--- src/rtl/ccr_pkg.sv ---
// ----------------------------------------------------------------------------
// ccr_pkg: shared types and constants for the Catmull-Rom spline evaluator
// Widths, word layouts, status codes and the fixed-point helpers used by the
// axis lanes and the output stage.
// ----------------------------------------------------------------------------
package ccr_pkg;

   localparam int MAX_POINTS = 64;
   localparam int COORD_W    = 32;
   localparam int T_FRAC     = 16;
   localparam int T_W        = T_FRAC + 1;
   localparam int IDX_W      = $clog2(MAX_POINTS);
   localparam int CNT_W      = 7;
   localparam int AXES       = 3;
   localparam int WIN        = 4;
   localparam int BANKS      = 4;
   localparam int SEL_W      = $clog2(BANKS);
   localparam int BANK_DEPTH = MAX_POINTS / BANKS;
   localparam int BANK_AW    = $clog2(BANK_DEPTH);
   localparam int SUM_W      = COORD_W + 6;
   localparam int PROD_W     = SUM_W + T_W;
   localparam int NSTAGE     = 8;
   localparam int STS_W      = 2;

   // request word layout, lowest bits first
   localparam int IDX_LSB    = 0;
   localparam int X_LSB      = IDX_LSB + IDX_W;
   localparam int Y_LSB      = X_LSB + COORD_W;
   localparam int Z_LSB      = Y_LSB + COORD_W;
   localparam int T_LSB      = Z_LSB + COORD_W;
   localparam int REQ_BITS   = T_LSB + T_W;
   localparam int REQ_DATA_W = ((REQ_BITS + 7) / 8) * 8;
   localparam int RSP_DATA_W = ((AXES * COORD_W + 7) / 8) * 8;

   localparam logic [T_W-1:0] T_ONE = T_W'(1) << T_FRAC;

   typedef logic signed [COORD_W-1:0] coord_type;
   typedef coord_type [AXES-1:0]      point_type;
   typedef logic signed [SUM_W-1:0]   sum_type;
   typedef logic [PROD_W-1:0]         prod_type;

   localparam sum_type COORD_MAX_S = sum_type'({1'b0, {(COORD_W-1){1'b1}}});
   localparam sum_type COORD_MIN_S = -COORD_MAX_S - sum_type'(1);

   typedef enum logic {
      OP_WRITE = 1'b0,
      OP_EVAL  = 1'b1
   } op_type;

   typedef enum logic [STS_W-1:0] {
      STATUS_OK         = 2'd0,
      STATUS_CLAMP_HIGH = 2'd1,
      STATUS_CLAMP_LOW  = 2'd2,
      STATUS_FEW        = 2'd3
   } status_type;

   typedef struct packed {
      logic coef;
      logic mul1;
      logic add1;
      logic mul2;
      logic add2;
      logic mul3;
      logic add3;
   } lane_en_type;

   // product / 2^T_FRAC, round to nearest with ties away from zero, sign restored
   function automatic sum_type round_mul(input prod_type prod, input logic neg);
      prod_type q;
      q = (prod + (PROD_W'(1) << (T_FRAC - 1))) >> T_FRAC;
      return neg ? -sum_type'(q[SUM_W-1:0]) : sum_type'(q[SUM_W-1:0]);
   endfunction

   // halve with ties away from zero, then clip to the coordinate range
   function automatic coord_type halve_sat(input sum_type s);
      logic             neg;
      logic [SUM_W-1:0] mag;
      logic [SUM_W-1:0] half;
      sum_type          r;
      neg  = s[SUM_W-1];
      mag  = neg ? SUM_W'(-s) : SUM_W'(s);
      half = (mag + SUM_W'(1)) >> 1;
      r    = neg ? -sum_type'(half) : sum_type'(half);
      if (r > COORD_MAX_S) begin
         r = COORD_MAX_S;
      end else if (r < COORD_MIN_S) begin
         r = COORD_MIN_S;
      end
      return coord_type'(r[COORD_W-1:0]);
   endfunction

endpackage

--- src/rtl/ccr_merge.sv ---
// ----------------------------------------------------------------------------
// ccr_merge: result assembly and output register
// Halves and clips each lane's sum, zeroes the position on a too-few-points
// status and holds the response word until it is taken.
// ----------------------------------------------------------------------------
module ccr_merge (
   input  logic                            clock,
   input  logic                            reset,
   input  logic                            in_valid,
   output logic                            in_ready,
   input  ccr_pkg::sum_type                lane_sum [ccr_pkg::AXES],
   input  ccr_pkg::status_type             status,
   output logic                            rsp_tvalid,
   input  logic                            rsp_tready,
   output logic [ccr_pkg::RSP_DATA_W-1:0]  rsp_tdata,
   output logic [ccr_pkg::STS_W-1:0]       rsp_tuser
);

   logic                            vld_ff, vld_in;
   logic [ccr_pkg::RSP_DATA_W-1:0]  data_ff, data_in;
   logic [ccr_pkg::STS_W-1:0]       sts_ff;
   ccr_pkg::point_type              pos;

   always_comb begin
      for (int ax = 0; ax < ccr_pkg::AXES; ax++) begin
         pos[ax] = (status == ccr_pkg::STATUS_FEW) ? '0 : ccr_pkg::halve_sat(lane_sum[ax]);
      end
   end

   assign data_in  = ccr_pkg::RSP_DATA_W'(pos);
   assign in_ready = !vld_ff || rsp_tready;
   assign vld_in   = in_ready ? in_valid : vld_ff;

   always_ff @(posedge clock) begin
      if (reset) begin
         vld_ff <= 1'b0;
      end else begin
         vld_ff <= vld_in;
      end
   end

   always_ff @(posedge clock) begin
      if (in_ready && in_valid) begin
         data_ff <= data_in;
         sts_ff  <= status;
      end
   end

   assign rsp_tvalid = vld_ff;
   assign rsp_tdata  = data_ff;
   assign rsp_tuser  = sts_ff;

endmodule

--- config.mk ---
export PLATFORM = sky130hd
export DESIGN_NAME = ccr_merge
export DESIGN_NICKNAME = d
export VERILOG_FILES = /design/src/rtl/ccr_pkg.sv /design/src/rtl/ccr_merge.sv
export SDC_FILE = /design/constraint.sdc
export NUM_CORES = 1
export LEC_CHECK = 0
export BUFFER_PORTS_ARGS = -buffer_cell sky130_fd_sc_hd__buf_2
export CORE_MARGIN = 5
export CORE_UTILIZATION = 52
export CTS_BUF_LIST = sky130_fd_sc_hd__clkbuf_16
export DETAILED_ROUTE_END_ITERATION = 6
export PLACE_DENSITY = 0.75
export SETUP_SLACK_MARGIN = 0.05
export SYNTH_ARGS = -nofsm -noshare
export SYNTH_HDL_FRONTEND = slang
export SYNTH_SLANG_ARGS = --single-unit
--- constraint.sdc ---
create_clock -name clock -period 23.8 [get_ports clock]
set_input_delay 4.76 -clock clock [delete_from_list [all_inputs] [get_ports clock]]
set_output_delay 4.76 -clock clock [all_outputs]
set_load 0.02 [all_outputs]
==> metrics.md <==
| Metric | Value |
|---|---|
| Result of the run | `completed` |
| Clock Tree Root | `clkbuf_16` |
| Worst r2r src | `rsp_tvalid$_SDFFE_PP0N_` |
| Total Die Area | `0.0305 mm²` |
| Fraction of the yosys area taken by sequential cells | `21.0%` |
| Final worst-path cycle share | `47.9%` |
| Flop and latch count out of synthesis | `99` |
| Final Max Slew Viols | `0` |
| Final core utilization | `57.9%` |
| Layout cell share with drive strength beyond 1 | `17.9%` |
| Sum of routed wire length over all layers | `41.8 mm` |
| Register-to-register setup slack | `21.74 ns` |
| DR WL/cell | `18.2 µm` |
| # Max-Cap Violations | `0` |
| Longest Clk Path Bufs | `2` |
| Number of buffers inserted during clock tree synthesis | `9` |
| CTS HTree Levels | `3` |
| Ordered cell list for the critical path | `buf_2, buf_4, inv_1, buf_4, a21oi_1, xnor2_1, nor4_1, nand2_1, o41a_1, nor3_1, nand4_1, or2_2, o31ai_1, xnor2_1, nand3_1, o211ai_4, o21ai_0` |
| Total global routing overflow | `0` |
| Max stage delay cell, worst path | `o211ai_4` |
| Total vias in the final route | `14700` |
| Post-Syn Area per Cell | `7.75 µm²` |
| First-pass GRT wire length | `67.9 mm` |
| Post-synthesis instance area | `0.0141 mm²` |
| Via count of the first global-routing pass | `13700` |
| Worst setup margin | `12.39 ns` |
| Type of the tightest min-delay check | `register to register` |
| Worst setup path startpoint | `lane_sum[75]` |
| Achievable clock frequency | `0.0876 GHz` |
| CTS sink count | `99` |
| Required time worst endpoint | `23.84 ns` |
| Worst R2R Path Depth | `3` |
| Shortest clock period the worst path allows after layout | `11.41 ns` |
| Total number of placement rows | `60` |
| Count of distinct cell types in the synthesized netlist | `96` |
| Worst setup EP type | `register` |
| Routability Congestion | `0.936` |
| TritonCTS clock tree | `yes` |
| Unrepaired setup endpoints after global routing | `no` |
| Count of nets after finishing | `2076` |
| Total power density per cell area | `40.6 mW/mm²` |
| Warnings from Yosys | `0` |
| Most frequent cells in the layout | `buf_2, xnor2_1, xor2_1, nand2_1, nor2_1` |
| Io pins | `220` |
| Tightest Pin Transition | `1.26 ns` |
| Leakage | `0.00519 µW` |
| Initial cell density of the core | `52.5%` |
| Crit Path Category | `input port to register` |
| Number of antenna violations at the first check in global routing | `0` |
| Total negative setup slack | `0 ns` |
| Slowest stage delay, CP | `1.02 ns` |
| Primary flip-flop cell chosen by synthesis mapping | `edfxtp_1` |
| Detail Route Antenna Nets | `0` |
| Final hold vios | `0` |
| Worst Setup Start Kind | `input port` |
| Via density per instance | `6.43` |
| Count of hold-fix buffers inserted at cts | `0` |
| WP data arrival | `11.45 ns` |
| PortBufs | `219` |
| Number of flops mapped to enable cells by yosys | `98` |
| Post-CTS Setup Inserts | `0` |
| Final Skew | `0.00785 ns` |
| Post-CTS clock slew at the launch and capture registers of the worst setup and hold paths | `0.07 ns` |
| Clock network latency to the later pin of the worst-skew pair | `0.36 ns` |
| Detailed-routing iteration count for the pre-antenna-repair pass | `7` |
| Drt initial violations | `1274` |
| Pin count of the biggest net entering global routing | `91` |
| Post-Syn Instances | `1816` |
| Height of the die | `175 µm` |
| Endpoint, Worst Hold | `rsp_tvalid$_SDFFE_PP0N_` |
| Hold Startpoint | `rsp_tvalid$_SDFFE_PP0N_` |
| Share of synthesized registers carrying an async set or reset | `0%` |
| Hpwl dp | `32.1 mm` |
| Capturing point of the worst reg2reg path | `rsp_tdata[70]$_SDFFCE_PP0P_` |
| Number of diodes | `0` |
| Final setup violation count | `0` |
| Most common library cell in the layout ignoring fill and taps | `buf_2` |
| Setup slack at placement | `12.19 ns` |
| Mapped Nets | `1945` |
| Cts repair resizes | `0` |
| Die Span X | `175 µm` |
| Critical path peak fanout | `78` |
| Total Routing Usage GR | `26.0%` |
| Synth-to-Final Area Change | `10.3%` |
| Count of unresolved DRC violations after routing | `0` |
| Number of stages on the worst hold path | `2` |
| Relative slew slack | `15.9%` |
| Core Region | `0.0268 mm²` |
| IR Drop Worst-Case VDD | `0.0304 mV` |
worst max path at each step:
stage,endpoint
floorplan,rsp_tdata[33]$_SDFFCE_PP0P_
global placement,rsp_tdata[59]$_SDFFCE_PP0P_
detailed placement,rsp_tdata[59]$_SDFFCE_PP0P_
CTS,rsp_tdata[59]$_SDFFCE_PP0P_
global route,rsp_tdata[74]$_SDFFCE_PP0P_
finish,rsp_tdata[59]$_SDFFCE_PP0P_
cell usage after synthesis, drive strengths merged (44+ instances only):
library cell / number / area, µm²
a21oi: 48 / 240
clkbuf: 75 / 282
edfxtp: 98 / 2940
nand2: 132 / 495
nand3: 54 / 270
nor2: 131 / 492
nor3: 70 / 355
nor4: 56 / 382
o21ai: 197 / 1100
o31ai: 48 / 360
o41ai: 44 / 438
or3: 60 / 380
xnor2: 170 / 1490
xor2: 134 / 1170
worst max-delay path, delay by kind of cell:
| kind | cells | cell delay (ns) |
|---|---|---|
| AOI/OAI and AO/OA | 5 | 2.23 |
| xor gates and xnor gates | 2 | 0.33 |
| and+or+nand+nor | 6 | 2.80 |
| buffers and inverters | 4 | 1.25 |
report_power, final:
| group | internal, µW | switching (µW) |
|---|---|---|
| clock | 73.0 | 72.9 |
| sequential | 212 | 5.46 |
| combinational | 95.8 | 171 |
cell type report:
cell class / count / area, µm²
timing repair buffer: 232 / 1190
inverter: 35 / 131
fill: 2543 / 11300
multi-input combinational: 1570 / 10500
clock inverter: 7 / 60.1
clock buffer: 9 / 225
sequential: 99 / 2960
tap: 341 / 427
sequential cells by signal, summed over array words and instances, names as in the netlist:
name,count
rsp_tdata,96
rsp_tvalid,1
rsp_tuser,2
through the flow:
| stage | std cells | area (µm²) | hold WS [ns] | power [µW] |
|---|---|---|---|---|
| after global placement | 2277 | 15200 | 0.497 | 482 |
| after CTS | 2293 | 15500 | 0.524 | 631 |
| after detailed placement | 2277 | 15200 | 0.512 | 486 |
| final | 2293 | 15500 | 0.520 | 631 |
| after global routing | 2293 | 15500 | 0.564 | 668 |
| after floorplan | 1816 | 14100 | 0.729 | 414 |
kinds of logic after synthesis:
| kind of cell | synth area share (%) |
|---|---|
| AO/OA/AOI/OAI | 25.0 |
| multiplexers | 0.960 |
| XOR/XNOR | 19.1 |
| AND/OR/NAND/NOR | 28.7 |
| adder cells (fa/ha/maj) | 0.800 |
| buffers and inverters | 4.36 |
| flip-flops | 21.0 |
layer usage:
metal / routed length (µm) / track usage [%]
met1: 18100 / 34.2
met2: 20600 / 45.5
met3: 2450 / 3.72
met4: 702 / 5.53
met5: 0 / 0
No activity file was read; power rests on OpenSTA's default activity.
